## config.mk

```make
export PLATFORM = sky130hd
export DESIGN_NAME = bounded_unordered_set_table_unit
export DESIGN_NICKNAME = d
export VERILOG_FILES = /design/src/rtl/core/busut_pkg.sv /design/src/rtl/core/bounded_unordered_set_table_unit.sv /design/src/rtl/core/busut_cell.sv /design/src/rtl/core/busut_head.sv
export SDC_FILE = /design/constraint.sdc
export NUM_CORES = 1
export LEC_CHECK = 0
export ABC_AREA = 1
export BUFFER_PORTS_ARGS = -buffer_cell sky130_fd_sc_hd__buf_2
export CORE_MARGIN = 2
export CORE_UTILIZATION = 25
export CTS_CLUSTER_DIAMETER = 100
export DETAILED_ROUTE_END_ITERATION = 8
export PLACE_DENSITY = 0.47
export RECOVER_POWER = 25
export SYNTH_ARGS = -nofsm -noshare
export SYNTH_HDL_FRONTEND = slang
export SYNTH_SLANG_ARGS = --single-unit
```

## constraint.sdc

```tcl
create_clock -name clk -period 9.1 [get_ports clk]
set_clock_uncertainty 0.05 [all_clocks]
set_input_delay 0 -clock clk [delete_from_list [all_inputs] [get_ports clk]]
set_output_delay 0 -clock clk [all_outputs]
set_load 0.1 [all_outputs]
```

## src/rtl/core/busut_pkg.sv

```systemverilog
// shared types and constants for the bounded unordered set table
`timescale 1ns / 1ps
package busut_pkg;

	localparam int VALUE_W   = 32;
	localparam int OP_W      = 2;
	localparam int ENTRY_W   = 5;
	localparam int CAP_W     = 5;
	localparam int DEPTH_DEF = 16;
	localparam int CAP_RESET = 16;
	localparam int APB_AW    = 3;
	localparam int APB_DW    = 32;

	typedef logic signed [VALUE_W-1:0] value_t;

	typedef enum logic [OP_W-1:0] {
		OP_INSERT = 2'd0,
		OP_SEARCH = 2'd1,
		OP_REMOVE = 2'd2,
		OP_NOP    = 2'd3
	} op_t;

	localparam logic [APB_AW-1:0] ADDR_CAPACITY = 3'd0;

	// what the head cell did with the entry passing it
	typedef struct packed {
		logic match;
		logic place;
		logic drop;
	} head_ctl_t;

endpackage

```

## src/rtl/core/bounded_unordered_set_table_unit.sv

```systemverilog
// top level of the bounded unordered set table
`timescale 1ns / 1ps
// Usage:
//   input channel: operation (0 insert, 1 search, 2 remove all copies) and
//   value, one beat per item, valid/stall handshake
//   output channel: ok, found_value and entry_count, exactly one beat per
//   input beat, in order
//   apb port: capacity register at byte address 0, reset 16, write while idle
// Timing:
//   every item makes one full pass of the entry ring plus a finish state
//   between its beat and its result beat; the next beat is taken only once
//   the item has finished, so the block does not take a new item before it
//   is through with the last one
//   the pass length is set by the ring: while a pass runs, entries circulate
//   one cell a cycle through the single compare unit at the head
// Reset:
//   clears the occupancy of every cell, the count and the handshake state;
//   capacity returns to 16
// Stalls:
//   the result waits in the output register while the receiver stalls; the
//   next item may be taken and worked on meanwhile, and it then holds in its
//   finish state until the register frees
module bounded_unordered_set_table_unit
	import busut_pkg::*;
#(
	parameter int DEPTH = DEPTH_DEF
) (
	input  logic                     clk,
	input  logic                     arst_n,
	// apb configuration port
	input  logic                     psel,
	input  logic                     penable,
	input  logic                     pwrite,
	input  logic [APB_AW-1:0]        paddr,
	input  logic [APB_DW-1:0]        pwdata,
	output logic [APB_DW-1:0]        prdata,
	output logic                     pready,
	// input channel
	input  logic                     in_valid,
	output logic                     in_stall,
	input  logic [OP_W-1:0]          operation,
	input  logic signed [VALUE_W-1:0] value,
	// output channel
	output logic                     out_valid,
	input  logic                     out_stall,
	output logic                     ok,
	output logic signed [VALUE_W-1:0] found_value,
	output logic [ENTRY_W-1:0]       entry_count
);

	localparam int CW   = $clog2(DEPTH + 1);
	localparam int STW  = (DEPTH > 1) ? $clog2(DEPTH) : 1;
	localparam int CMPW = (CW > CAP_W) ? CW : CAP_W;

	typedef enum logic [2:0] {
		ST_IDLE = 3'b001,
		ST_RUN  = 3'b010,
		ST_DONE = 3'b100
	} state_t;

	state_t             state_q;
	logic [CAP_W-1:0]   capacity_q;
	logic [CW-1:0]      count_q;
	logic [STW-1:0]     step_q;
	op_t                op_q;
	value_t             key_q;
	logic               flag_q;     // ok so far for the current item
	logic               placed_q;   // insert has found its slot

	logic               out_valid_q;
	logic               ok_q;
	value_t             found_q;
	logic [ENTRY_W-1:0] entry_count_q;

	logic               in_acc;
	logic               out_free;
	logic               shift;
	logic               room;
	logic               last_step;

	// ring wiring: cell i loads from cell i+1, the tail loads from the head
	value_t             cell_data  [DEPTH];
	logic               cell_valid [DEPTH];
	value_t             tail_data;
	logic               tail_valid;
	head_ctl_t          hctl;

	// ---------------- configuration ----------------
	assign pready = 1'b1;

	// registers are decoded on the word address
	always_ff @(posedge clk or negedge arst_n) begin
		if (!arst_n) begin
			capacity_q <= CAP_W'(CAP_RESET);
		end else if (psel && penable && pwrite &&
		             paddr[APB_AW-1:2] == ADDR_CAPACITY[APB_AW-1:2]) begin
			capacity_q <= pwdata[CAP_W-1:0];
		end
	end

	assign prdata = (paddr[APB_AW-1:2] == ADDR_CAPACITY[APB_AW-1:2]) ?
	                APB_DW'(capacity_q) : '0;

	// ---------------- handshakes ----------------
	assign in_stall  = (state_q != ST_IDLE);
	assign in_acc    = in_valid && (state_q == ST_IDLE);
	assign out_free  = !out_valid_q || !out_stall;
	assign shift     = (state_q == ST_RUN);
	assign last_step = (step_q == STW'(DEPTH - 1));

	// insert room: below the capacity and below the depth (capacity clips at depth)
	assign room = (CMPW'(count_q) < CMPW'(capacity_q)) && (CMPW'(count_q) < CMPW'(DEPTH));

	// ---------------- the ring ----------------
	for (genvar i = 0; i < DEPTH; i++) begin : g_cell
		value_t nd;
		logic   nv;
		if (i == DEPTH - 1) begin : g_tail
			assign nd = tail_data;
			assign nv = tail_valid;
		end else begin : g_mid
			assign nd = cell_data[i+1];
			assign nv = cell_valid[i+1];
		end
		busut_cell u_cell (
			.clk       (clk),
			.arst_n    (arst_n),
			.shift     (shift),
			.nxt_data  (nd),
			.nxt_valid (nv),
			.data      (cell_data[i]),
			.valid     (cell_valid[i])
		);
	end

	busut_head u_head (
		.op          (op_q),
		.key         (key_q),
		.allow_place (flag_q && !placed_q),
		.head_data   (cell_data[0]),
		.head_valid  (cell_valid[0]),
		.tail_data   (tail_data),
		.tail_valid  (tail_valid),
		.ctl         (hctl)
	);

	// ---------------- sequencer ----------------
	always_ff @(posedge clk or negedge arst_n) begin
		if (!arst_n) begin
			state_q  <= ST_IDLE;
			count_q  <= '0;
			step_q   <= '0;
			flag_q   <= 1'b0;
			placed_q <= 1'b0;
		end else begin
			case (state_q)
				ST_IDLE: begin
					if (in_acc) begin
						state_q  <= ST_RUN;
						step_q   <= '0;
						placed_q <= 1'b0;
						// insert and remove know their verdict up front
						flag_q   <= (op_t'(operation) == OP_INSERT && room) ||
						            (op_t'(operation) == OP_REMOVE && count_q != '0);
					end
				end
				ST_RUN: begin
					step_q <= step_q + STW'(1);
					if (op_q == OP_SEARCH && hctl.match) begin
						flag_q <= 1'b1;
					end
					if (hctl.place) begin
						placed_q <= 1'b1;
						count_q  <= count_q + CW'(1);
					end else if (hctl.drop) begin
						count_q  <= count_q - CW'(1);
					end
					if (last_step) begin
						state_q <= ST_DONE;
					end
				end
				ST_DONE: begin
					if (out_free) begin
						state_q <= ST_IDLE;
					end
				end
				default: begin
					state_q <= ST_IDLE;
				end
			endcase
		end
	end

	always_ff @(posedge clk) begin
		if (in_acc) begin
			op_q  <= op_t'(operation);
			key_q <= value;
		end
	end

	// ---------------- result register ----------------
	always_ff @(posedge clk or negedge arst_n) begin
		if (!arst_n) begin
			out_valid_q <= 1'b0;
		end else if (state_q == ST_DONE && out_free) begin
			out_valid_q <= 1'b1;
		end else if (!out_stall) begin
			out_valid_q <= 1'b0;
		end
	end

	always_ff @(posedge clk) begin
		if (state_q == ST_DONE && out_free) begin
			ok_q          <= flag_q;
			found_q       <= (op_q == OP_SEARCH && flag_q) ? key_q : '0;
			entry_count_q <= ENTRY_W'(count_q);
		end
	end

	assign out_valid   = out_valid_q;
	assign ok          = ok_q;
	assign found_value = found_q;
	assign entry_count = entry_count_q;

endmodule

```

## src/rtl/core/busut_cell.sv

```systemverilog
// one storage cell of the circulating entry ring
`timescale 1ns / 1ps
module busut_cell
	import busut_pkg::*;
(
	input  logic   clk,
	input  logic   arst_n,
	input  logic   shift,
	input  value_t nxt_data,
	input  logic   nxt_valid,
	output value_t data,
	output logic   valid
);

	value_t data_q;
	logic   valid_q;

	always_ff @(posedge clk or negedge arst_n) begin
		if (!arst_n) begin
			valid_q <= 1'b0;
		end else if (shift) begin
			valid_q <= nxt_valid;
		end
	end

	always_ff @(posedge clk) begin
		if (shift) begin
			data_q <= nxt_data;
		end
	end

	assign data  = data_q;
	assign valid = valid_q;

endmodule

```

## src/rtl/core/busut_head.sv

```systemverilog
// compare and rewrite logic for the entry leaving the head of the ring
`timescale 1ns / 1ps
module busut_head
	import busut_pkg::*;
(
	input  op_t       op,
	input  value_t    key,
	input  logic      allow_place,
	input  value_t    head_data,
	input  logic      head_valid,
	output value_t    tail_data,
	output logic      tail_valid,
	output head_ctl_t ctl
);

	logic match;

	assign match = head_valid && (head_data == key);

	always_comb begin
		ctl        = '0;
		ctl.match  = match;
		tail_data  = head_data;
		tail_valid = head_valid;
		case (op)
			OP_INSERT: begin
				// first free slot takes the new value
				if (!head_valid && allow_place) begin
					ctl.place  = 1'b1;
					tail_data  = key;
					tail_valid = 1'b1;
				end
			end
			OP_REMOVE: begin
				if (match) begin
					ctl.drop   = 1'b1;
					tail_valid = 1'b0;
				end
			end
			default: begin
			end
		endcase
	end

endmodule
```

After elaboration in Yosys (flattened, before gate mapping)
Index checks and enable logic that the tools add are counted.
W data, S select, Z words.
{ "totals": {"register_bits": 620, "output_inout_bits": 73, "word_cells": 120} }
{ "classes": {"addsub": 3, "magnitude_cmp": 2, "n_eq_ne": 15, "mux": 26, "n_bitwise": 1, "reduce_logical": 29} }
{ "ops": {"columns": ["operator", "n"], "rows": [
  ["$mux W32", 2],
  ["$eq A32 B32 Y1", 1],
  ["$mux W5", 3],
  ["$logic_and A1 B1 Y1", 13],
  ["$mux W1", 12],
  ["$ne A2 B2 Y1 const B", 5],
  ["$mux W3", 3],
  ["$pmux W3 S3", 1],
  ["$reduce_and A3 Y1", 3],
  ["$pmux W4 S2", 1],
  ["$pmux W1 S2", 3],
  ["$add A5 B1 Y5 const B", 1],
  ["$lt A5 B5 Y1", 1],
  ["$lt A5 B5 Y1 const B", 1],
  ["$reduce_bool A5 Y1", 1],
  ["$sub A5 B1 Y5 const B", 1],
  ["$add A4 B1 Y4 const B", 1],
  ["$eq A2 B2 Y1 const B", 2],
  ["$eq A4 B4 Y1 const B", 1],
  ["$logic_not A1 Y1", 4],
  ["$logic_not A2 Y1", 2],
  ["$mux W4", 1],
  ["$reduce_and A2 Y1", 2],
  ["$reduce_bool A2 Y1", 2],
  ["8 further kinds", 9]
]} }

Logic depth before layout (Yosys ltp)
Gate-level depths: netlist (run 1).
{ "depth": {"depth_word": 7, "ltp_mapped": 13, "ltp_nobuf": 12} }

Cells and area by module
Synthesis (run 1) repeated with hierarchy kept, for this count alone.
{ "unflattened": {"hier_cells": 1127, "area_unflattened_um2": 20855.0} }
{ "by_module_without_submodules": {"columns": ["mod", "n_inst", "cells_per_inst", "area_per_inst_um2"], "rows": [
  ["busut_cell", 16, 37, 1001.0],
  ["bounded_unordered_set_table_unit", 1, 323, 3841.2],
  ["busut_head", 1, 212, 998.5]
]} }

Worst setup path after synthesis (run 1)
OpenSTA, ideal clock, no wires.
{ "synth_timing": {"path_type": "register -> register", "startpoint": "register state_q[2]", "endpoint": "register g_cell[0].u_cell.data_q[0] (enable)", "setup_time_ns": 0.655, "arrival_time_ns": 6.687, "t_required_ns": 8.395, "path_slack_ns": 1.709, "stages_incl_launch_ff": 3, "n_path_buf": 1, "synth_period_minus_slack_ns": 7.391, "path_cell_list": "dfrtp_1 > nor3_4 > buf_2"} }
{ "synth_via": {"elab_chain_len": 1} }
{ "synth_rtl": {"columns": ["item", "line", "source"], "rows": [
  ["from (decl)", "bounded_unordered_set_table_unit.sv:61", "state_t state_q;"],
  ["from (signal assigned)", "bounded_unordered_set_table_unit.sv:150", "state_q <= ST_IDLE;"],
  ["from (signal assigned)", "bounded_unordered_set_table_unit.sv:159", "state_q <= ST_RUN;"],
  ["from (signal assigned)", "bounded_unordered_set_table_unit.sv:179", "state_q <= ST_DONE;"],
  ["$eq A3 B2 Y1", "bounded_unordered_set_table_unit.sv:108", "assign shift = (state_q == ST_RUN);"],
  ["net g_cell[0].u_cell.shift", "busut_cell.sv:8", "input logic shift,"],
  ["to (signal assigned)", "busut_cell.sv:28", "data_q <= nxt_data;"],
  ["to (decl)", "busut_cell.sv:15", "value_t data_q;"]
]} }
The timed path passes the listed nets, and every way through them passes these cells.
A chain may end at the register's enable or synchronous reset.

Final worst setup path (run 1)
{ "layout_timing": {"startpoint": "register state_q[2]", "endpoint": "register g_cell[7].u_cell.data_q[8] (enable)"} }
{ "layout_via": {"elab_chain_len": 1} }
{ "layout_rtl": {"columns": ["item", "line"], "rows": [
  ["$eq A3 B2 Y1", "bounded_unordered_set_table_unit.sv:108"],
  ["to (signal assigned)", "busut_cell.sv:28"],
  ["to (decl)", "busut_cell.sv:15"]
]} }
Every way passes these cells.

==> results of run 1 <==
==> cell usage after synthesis (2+ instances only) <==
master / number / area (um^2)
edfxtp_1: 584 / 17500
nand2_2: 2 / 12.5
o21ai_0: 26 / 130
xnor2_1: 22 / 193
xor2_1: 5 / 43.8
clkbuf_1: 4 / 15.0
inv_1: 48 / 180
buf_2: 9 / 45.0
nand2_4: 2 / 22.5
conb_1: 2 / 7.51
nand4_1: 3 / 18.8
nand2_1: 153 / 574
buf_4: 28 / 210
ha_1: 8 / 100
dfrtp_1: 34 / 851
dfstp_2: 2 / 52.6
inv_2: 15 / 56.3
nor2_1: 57 / 214
nor2_2: 3 / 18.8
o21ai_1: 13 / 65.1
a21oi_1: 9 / 45.0
nand3_1: 16 / 80.1
==> registers in the layout (all words and copies together), names as in the netlist, 2 cells and up <==
name and cells:
op_q 2, g_cell.u_cell.data 512, found_value 32, entry_count 5
key_q 32, g_cell.u_cell.valid 16, state_q 3, count_q 5
capacity_q 5, step_q 4
==> per-stage QoR <==
stage	setup slack [ns]	hold slack (ns)	instances	instance area [um^2]	power, uW
2_1_floorplan	1.71	-0.346	1085	20700	4940
3_3_place_gp	5.48	0.0830	2212	22300	5080
3_5_place_dp	5.29	0.0965	2212	22300	5120
4_1_cts	5.32	0.0216	2393	25000	7790
5_1_grt	5.02	0.0424	2393	24900	8040
6_report	5.35	0.0619	2393	24900	7650
==> logic make-up after synthesis <==
kind of cell,after synthesis,synth area share (%)
other,2,0.0364
AOI/OAI and AO/OA,54,1.38
xor gates and xnor gates,27,1.15
buffers and inverters,105,2.51
and+or+nand+nor,242,4.87
adders and majority gates,9,0.583
DFF,620,89.5
==> how the worst max path moves through the flow <==
stage,slack (ns),to,start
floorplan,1.71,g_cell[0].u_cell.data[0],state_q[2]
global placement,5.48,g_cell[0].u_cell.data[12],state_q[2]
detailed placement,5.29,g_cell[2].u_cell.data[12],state_q[2]
CTS,5.32,g_cell[13].u_cell.data[12],state_q[2]
global route,5.02,g_cell[12].u_cell.data[12],state_q[2]
finish,5.35,g_cell[7].u_cell.data[8],state_q[2]
==> metal layers <==
| metal | routed length [um] | track usage [%] | vias up |
|---|---|---|---|
| met2 | 15000 | 11.7 | 173 |
| met4 | 854 | 3.31 | 0 |
| met1 | 17300 | 12.1 | 4611 |
| met5 | 0 | 0 | - |
| li1 | - | - | 4226 |
| met3 | 1980 | 2.40 | 62 |
==> layout by cell type, fill, tap and decap left out, types with 7 or more instances in the layout <==
cell | synthesis | routed
clkbuf_16 | 0 | 70
clkinv_2 | 0 | 9
nand3_1 | 16 | 16
edfxtp_1 | 584 | 584
o21ai_1 | 13 | 13
a21oi_1 | 9 | 8
nand2_1 | 153 | 152
inv_1 | 48 | 48
clkinv_1 | 0 | 19
buf_4 | 28 | 7
nor2_1 | 57 | 57
xnor2_1 | 22 | 22
dfrtp_1 | 34 | 34
dlygate4sd3_1 | 0 | 53
o21ai_0 | 26 | 26
buf_2 | 9 | 78
ha_1 | 8 | 8
conb_1 | 2 | 28
inv_2 | 15 | 15
clkbuf_1 | 4 | 28
==> where the power goes <==
part	leakage [uW]	internal [uW]	switching [uW]	total [uW]
Clock	0.00102	1460	1120	2580
Sequential	0.00579	3930	191	4120
Combinational	0.00183	180	765	945
==> final cells by class <==
cell class | count | area (um^2) | share of cell area (%)
clock inverter | 42 | 290 | 1.16
sequential | 620 | 18400 | 73.9
multi-input combinational | 360 | 1770 | 7.08
clock buffer | 85 | 1810 | 7.25
timing repair buffer | 153 | 1060 | 4.26
tap | 1070 | 1340 | 5.37
inverter | 63 | 236 | 0.948
==> reports/results.txt, run 1 <==
status -> complete, no violations
Die W -> 291 um
initial antenna violation count -> 2
Remaining DRCs -> 0
Vias -> 9072
R2R depth -> 3
Die H -> 291 um
DIE AREA -> 0.0848 mm^2
total global-route track usage -> 8.33%
CP Depth -> 3
Startpoint Class -> register
Skew-Pair Late Insertion Delay -> 0.60 ns
largest net degree at the start of global routing -> 217
Worst Hold Depth -> 2
Synth Register Bits -> 620
first-pass GRT wire length -> 54000 um
Setup CP Type -> register to register
root buffer cell -> clkbuf_16
cell area after synthesis -> 0.0206 mm^2
final setup TNS -> 0 ns
CTS Hold Bufs -> 54
Starting Density -> 25.2%
number of diodes -> 0
layout cells sized above 1 -> 15.9%
number of enable flip-flop cells after synthesis -> 584
post-layout util -> 30.5%
slew at the pin closest to its max-slew limit -> 1.18 ns
Power Density -> 307 mW/mm^2
TritonCTS Buffers -> 70
Post-Syn Area per Cell -> 19.5 um^2
Hold Violations, Final -> 0
post-cts sizing count -> 0
Core Footprint -> 0.0818 mm^2
Area Overhead vs Synth -> 21.0%
H-tree depth -> 3
Max Cap Viol -> 0
sequential share of the synthesized area -> 89.5%
IO Pins -> 149
vias in the first global route -> 9040
crit path max fanout -> 216
post-CTS setup buffers -> 0
CP max stage cell -> buf_4
hold worst-path end -> key_q[4]
drt total wl -> 35200 um
CP Cell Sequence -> nor3_4, buf_4, buf_12
Final period util -> 41.2%
CTS tree -> done
CP bufs+invs -> 2
Detailed Routing Iterations Pass 1 -> 4
RSZ-0062 raised after global routing -> false
cell count after synthesis -> 1059
initial DRC count -> 657
Synth Warn # -> 0
# port buffers -> 91
library cells used by synthesis -> 36
gp weighted congestion -> 0.700
HP Class -> input pin to register
row count -> 105
HP Start -> value[4]
worst endpoint required time -> 9.25 ns
max frequency -> 266 MHz
total clock sinks -> 620
reg2reg start -> state_q[2]
Via-to-Cell Ratio -> 3.79
crit end category -> register
final setup fails -> 0
crit-path max cell delay -> 0.90 ns
Reg-to-Reg End -> g_cell[7].u_cell.data[8]
worst relative slew slack -> 21.2%
antenna-violating nets left -> 0
Top delay family on crit path -> buffers and inverters
fin nets -> 1353
maximum VDD drop -> 0.000172 V
drt wl/cell -> 14.7 um
Synth Flop Type -> edfxtp_1
DP Wirelength -> 19500 um
r2r setup slk -> 5.35 ns
P_leak -> 0.00863 uW
Slew Viols, Final -> 0
Longest Clk Path Bufs -> 3
GRT overflow -> 0
Final min period -> 3.75 ns
Worst Path Arrival -> 3.90 ns
Layout fillers -> 7936
Clk pin slew, worst setup/hold paths -> 0.06 ns
FFs w/ async S/R, synth -> 5.81%
Note: power is estimated with default switching activity, not from simulation.
==> run 2, diff against run 1 <==
==> constraint.sdc (replaced) <==
create_clock -name clk -period 3.66 [get_ports clk]
set_clock_uncertainty 0.05 [all_clocks]
set_input_delay 0 -clock clk [delete_from_list [all_inputs] [get_ports clk]]
set_output_delay 0 -clock clk [all_outputs]
set_load 0.1 [all_outputs]
==> reports/results.txt, run 2 (synthesis gave the netlist of run 1 again) <==
antenna-violating nets left -> 0 (unchanged)
max frequency -> 452 MHz (+70%)
maximum VDD drop -> 0.000285 V (+66%)
# port buffers -> 91 (unchanged)
Die H -> 291 um (unchanged)
final setup TNS -> 0 ns (unchanged)
final setup fails -> 0 (unchanged)
crit path max fanout -> 26 (-88%)
placed cells -> 2216 (+0.18%)
CP max stage cell -> dfstp_2
CTS Hold Bufs -> 54 (unchanged)
GRT overflow -> 0 (unchanged)
Starting Density -> 25.2% (unchanged)
Via-to-Cell Ratio -> 3.80 (+0.11%)
R2R depth -> 5 (+2)
crit-path max cell delay -> 0.55 ns (-0.35 ns)
fin nets -> 1357 (+0.30%)
Setup CP Type -> register to register
TritonCTS Buffers -> 70 (unchanged)
post-layout util -> 30.6% (+0.16 points)
HP Class -> input pin to register
largest net degree at the start of global routing -> 134 (-38%)
Core Footprint -> 0.0818 mm^2 (unchanged)
vias in the first global route -> 9090 (+0.55%)
total clock sinks -> 620 (unchanged)
reg2reg start -> state_q[0]
Slew Viols, Final -> 0 (unchanged)
HP Start -> value[1]
total chip power -> 19200 uW (+150%)
slew at the pin closest to its max-slew limit -> 0.944 ns (-0.238 ns)
Startpoint Class -> register
Worst Hold Depth -> 2 (unchanged)
worst endpoint required time -> 3.83 ns (-5.42 ns)
post-cts sizing count -> 0 (unchanged)
CTS tree -> done
commonest cells after routing, fill and taps aside -> edfxtp_1 (584), nand2_1 (152), buf_2 (81)
hold worst-path end -> key_q[1]
Max Cap Viol -> 0 (unchanged)
IO Pins -> 149 (unchanged)
DIE AREA -> 0.0848 mm^2 (unchanged)
first-pass GRT wire length -> 54000 um (+0.14%)
initial DRC count -> 733 (+12%)
DP Wirelength -> 19700 um (+0.97%)
Worst Path Arrival -> 2.38 ns (-1.52 ns)
worst relative slew slack -> 36.8% (+16 points)
Die W -> 291 um (unchanged)
Area Overhead vs Synth -> 21.6%
Detailed Routing Iterations Pass 1 -> 4 (unchanged)
max reg flops -> 512 (unchanged)
Longest Clk Path Bufs -> 3 (unchanged)
Power Density -> 767 mW/mm^2 (+150%)
CP Cell Sequence -> inv_1, nor3_2, inv_2, nor2_4, buf_4
gp weighted congestion -> 0.697 (-0.44%)
Remaining DRCs -> 0 (unchanged)
r2r setup slk -> 1.45 ns (-3.90 ns)
drt total wl -> 35000 um (-0.45%)
P_leak -> 0.00872 uW (+0.99%)
status -> complete, no violations
layout cells sized above 1 -> 16.9% (+0.98 points)
row count -> 105 (unchanged)
RSZ-0062 raised after global routing -> false
Skew-Pair Late Insertion Delay -> 0.60 ns (about the same)
H-tree depth -> 3 (unchanged)
Final min period -> 2.21 ns (-1.54 ns)
Reg-to-Reg End -> key_q[21]
final std cells w/o fill -> 2394 (+0.042%)
initial antenna violation count -> 3 (+1)
Hold Violations, Final -> 0 (unchanged)
root buffer cell -> clkbuf_16
Clk pin slew, worst setup/hold paths -> 0.06 ns (about the same)
Final period util -> 60.4% (+19 points)
Vias -> 9086 (+0.15%)
most common cell after layout, fill and taps aside -> edfxtp_1
crit end category -> register
drt wl/cell -> 14.6 um (-0.49%)
total global-route track usage -> 8.35% (+0.012 points)
post-CTS setup buffers -> 0 (unchanged)
run 2: worst max path at each step:
stage | from | end | slack [ns] | depth (start not counted)
finish | state_q[0] | key_q[21] | 1.45 | 5
global route | key_q[3] | count_q[2] | 1.33 | 10
CTS | state_q[0] | key_q[21] | 1.39 | 5
detailed placement | state_q[0] | key_q[23] | 1.42 | 5
global placement | state_q[0] | key_q[23] | 1.43 | 5
floorplan | state_q[2] | g_cell[0].u_cell.data[0] | 0.17 | 2
run 2: report_power, final:
| part | total (uW) | switching, uW | internal [uW] | leakage [uW] |
|---|---|---|---|---|
| Combinational | 2400 | 1920 | 488 | 0.00186 |
| Sequential | 10200 | 474 | 9740 | 0.00579 |
| Clock | 6600 | 2770 | 3830 | 0.00107 |
run 2: layout make-up:
cell class,instances,area (um^2)
flip-flops and latches,620,18400
diodes,1,2.50
well taps,1070,1340
clock buffers,88,1890
inverters,63,236
multi-input cells,360,1770
repair buffers,157,1130
fillers,7933,56800
clock inverters,35,262
run 2: per-stage QoR:
step / hold WS [ns] / setup slack [ns] / area [um^2]
floorplan: -0.346 / 0.171 / 20700
global placement: 0.0735 / 1.43 / 22400
detailed placement: 0.103 / 1.42 / 22400
CTS: 0.0298 / 1.39 / 25100
global route: 0.0437 / 1.33 / 25100
finish: 0.0644 / 1.45 / 25100
run 2: routing by layer:
metal / vias up / GRT usage (%) / share of wire [%] / routed length (um)
met2: 208 / 11.6 / 43 / 14900
met3: 67 / 2.34 / 5.4 / 1890
met4: 0 / 3.30 / 2.6 / 894
li1: 4237 / - / - / -
met1: 4574 / 12.2 / 50 / 17400
met5: - / 0 / 0 / 0
run 2: critical path: cells and delay by family (launching register included):
| kind | cells | cell delay, ns |
|---|---|---|
| flops | 1 | 0.55 |
| buf+inv | 3 | 0.66 |
| simple gates | 2 | 0.55 |
==> run 3, diff against run 2 <==
--- a/config.mk
+++ b/config.mk
@@ -5,13 +5,13 @@
 export SDC_FILE = /design/constraint.sdc
 export NUM_CORES = 1
 export LEC_CHECK = 0
-export ABC_AREA = 1
+export ABC_AREA = 0
 export BUFFER_PORTS_ARGS = -buffer_cell sky130_fd_sc_hd__buf_2
 export CORE_MARGIN = 2
 export CORE_UTILIZATION = 25
 export CTS_CLUSTER_DIAMETER = 100
 export DETAILED_ROUTE_END_ITERATION = 8
-export PLACE_DENSITY = 0.47
+export PLACE_DENSITY = 0.48
 export RECOVER_POWER = 25
 export SYNTH_ARGS = -nofsm -noshare
 export SYNTH_HDL_FRONTEND = slang
==> constraint.sdc (replaced) <==
create_clock -name clk -period 1.95 [get_ports clk]
set_clock_uncertainty 0.05 [all_clocks]
set_input_delay 0 -clock clk [delete_from_list [all_inputs] [get_ports clk]]
set_output_delay 0 -clock clk [all_outputs]
set_load 0.1 [all_outputs]
==> reports/results.txt, run 3 <==
most common cell in the synthesized netlist -> edfxtp_1
Skew-Pair Late Insertion Delay -> 0.61 ns (about the same)
RSZ-0062 raised after global routing -> true
root buffer cell -> clkbuf_16
Worst Hold Depth -> 2 (unchanged)
drt wl/cell -> 15.5 um (+5.7%)
Top delay family on crit path -> simple AND/OR/NAND/NOR gates
Pint -> 25900 uW (+84%)
row count -> 105 (unchanged)
library cells used by synthesis -> 44 (+22%)
Clk pin slew, worst setup/hold paths -> 0.06 ns (about the same)
Final period util -> 109% (+49 points)
Die H -> 290 um (-0.24%)
R2R depth -> 8 (+3)
post-synth top area cell -> edfxtp_1
worst relative slew slack -> 44.5% (+7.7 points)
Logic pwr share -> 14.0% (+1.5 points)
placed cells -> 2123 (-4.2%)
vias in the first global route -> 8884 (-2.3%)
antenna-violating nets left -> 0 (unchanged)
reg2reg start -> placed_q
Worst Path Arrival -> 2.61 ns (+0.23 ns)
total clock sinks -> 620 (unchanged)
CP max stage cell -> dfrtp_1
DP Wirelength -> 21500 um (+9.2%)
fin worst setup slack -> -0.183 ns (-1.63 ns)
HP Start -> value[10]
GRT overflow -> 0 (unchanged)
initial antenna violation count -> 6 (+3)
drt total wl -> 35500 um (+1.3%)
H-tree depth -> 2 (-1)
worst endpoint required time -> 2.43 ns (-1.40 ns)
CP Depth -> 8 (+3)
most frequent cell on the critical path -> a21o_1
P_leak -> 0.00868 uW (-0.46%)
Via-to-Cell Ratio -> 3.79 (about the same)
Detailed Routing Iterations Pass 1 -> 4 (unchanged)
DIE AREA -> 0.0844 mm^2 (-0.48%)
number of enable flip-flop cells after synthesis -> 584 (unchanged)
gp weighted congestion -> 0.681 (-2.2%)
post-layout util -> 31.1% (+0.45 points)
Post-Syn Area per Cell -> 22.5 um^2 (+16%)
Setup CP Type -> register to register
Commonest cells post-synth -> edfxtp_1 (584), nand2_1 (55), dfrtp_1 (34)
Layout fillers -> 7923 (-0.13%)
crit path to -> count_q[4]
Startpoint Class -> register
Vias -> 8699 (-4.3%)
crit path max fanout -> 5 (-81%)
Core Footprint -> 0.0817 mm^2 (-0.16%)
fin nets -> 1257 (-7.4%)
Final min period -> 2.13 ns (-0.0768 ns)
slew at the pin closest to its max-slew limit -> 0.832 ns (-0.112 ns)
Remaining DRCs -> 0 (unchanged)
Slew Viols, Final -> 0 (unchanged)
total chip power -> 34700 uW (+80%)
cell area after synthesis -> 0.0205 mm^2 (-0.49%)
total global-route track usage -> 8.44% (+0.089 points)
CP bufs+invs -> 1 (-2)
Hold Violations, Final -> 0 (unchanged)
maximum VDD drop -> 0.000716 V (+150%)
crit path launch -> placed_q
synth top area cells -> edfxtp_1 (85%), dfrtp_1 (4.1%), mux2_2 (1.5%)
Synth Flop Type -> edfxtp_1
cell count after synthesis -> 910 (-14%)
Hold Slack -> 0.0565 ns (-0.00791 ns)
CTS tree -> done
final std cells w/o fill -> 2293 (-4.2%)
most common cell after layout, fill and taps aside -> edfxtp_1
IO Pins -> 149 (unchanged)
sequential share of power -> 54.0% (+0.8 points)
TritonCTS Buffers -> 60 (-14%)
Max Cap Viol -> 0 (unchanged)
r2r setup slk -> -0.18 ns (-1.63 ns)
CP Cell Sequence -> nor4b_2, and2b_2, inv_6, fa_2, a21o_1, a21o_1, o31ai_2, xor2_1
Longest Clk Path Bufs -> 3 (unchanged)
max reg flops -> 512 (unchanged)
switching power -> 8790 uW (+70%)
violated checks -> negative setup slack
Die W -> 290 um (-0.24%)
largest net degree at the start of global routing -> 41 (-69%)
commonest cells after routing, fill and taps aside -> edfxtp_1 (584), buf_2 (67), clkbuf_16 (61)
first-pass GRT wire length -> 54700 um (+1.2%)
Yosys top cell area share -> 85.5% (+0.42 points)
power share of the clock group -> 32.0% (-2.3 points)
final setup fails -> 24 (+24)
FFs w/ async S/R, synth -> 5.81% (unchanged)
Sw Share -> 25.4% (-1.5 points)
Reg-to-Reg End -> count_q[4]
Area Overhead vs Synth -> 23.8%
initial DRC count -> 644 (-12%)
crit-path max cell delay -> 0.39 ns (-0.16 ns)
max frequency -> 469 MHz (+3.6%)
Starting Density -> 25.1% (-0.082 points)
# port buffers -> 91 (unchanged)
status -> complete, but fails checks
Synth Register Bits -> 620 (unchanged)
HP Class -> input pin to register
Synth Warn # -> 0 (unchanged)
layout cells sized above 1 -> 23.7% (+6.9 points)
Power Density -> 1360 mW/mm^2 (+78%)
crit end category -> register
sequential share of the synthesized area -> 89.9% (+0.44 points)
## run 3: cell families after synthesis
logic type	synth area share (%)
AO/OA/AOI/OAI	0.842
XOR/XNOR	1.58
adder cells (fa/ha/maj)	0.586
buffers and inverters	1.48
flip-flops	89.9
multiplexers	2.25
other	0.0366
AND/OR/NAND/NOR	3.33
## run 3: metrics by stage
stage | setup WS (ns) | TNS [ns] | area, um^2
3_5_place_dp | -0.265 | -2.05 | 22900
4_1_cts | -0.202 | -1.69 | 25400
3_3_place_gp | -0.237 | -1.36 | 22900
6_report | -0.183 | -1.72 | 25400
2_1_floorplan | -0.795 | -416.13 | 20700
5_1_grt | -0.301 | -3.34 | 25400
## run 3: final cells by class
class                      instances  area (um^2)  share of cell area [%]
clock buffer                      79         1590                    6.28
multi-input combinational        267         1960                    7.70
antenna                            1         2.50                 0.00985
timing repair buffer             217         1750                    6.90
tap                             1070         1340                    5.27
inverter                           6         31.3                   0.123
clock inverter                    33          284                    1.12
sequential                       620        18400                    72.6
## run 3: power groups by stage
stage	sequential [uW]	combinational [uW]	clock, uW
floorplan	18800	2820	0
global placement	18900	4580	0
detailed placement	19000	4700	0
CTS	18800	4940	11500
global route	19000	5300	12000
finish	18700	4850	11100
## run 3: repair_timing
action	4_1_cts	5_1_grt
setup endpoints to repair	24	44
hold endpoints to repair	118	0
hold buffers	48	0
setup buffers	9	0
pin swaps	11	5
resized for setup	9	8
## run 3: metal layers
layer	routed length [um]	track usage, %	share of wire, %
met5	0	0	0
met2	15400	12.3	43
met4	932	2.96	2.6
met3	1730	1.95	4.9
met1	17400	12.3	49
## run 3: how the worst min path moves through the flow
stage                    endpoint  slack [ns]
CTS                     key_q[10]       0.009
floorplan           capacity_q[0]       -0.35
global route             key_q[5]        0.02
detailed placement  capacity_q[3]         0.1
global placement    capacity_q[3]        0.08
finish                  key_q[10]        0.06
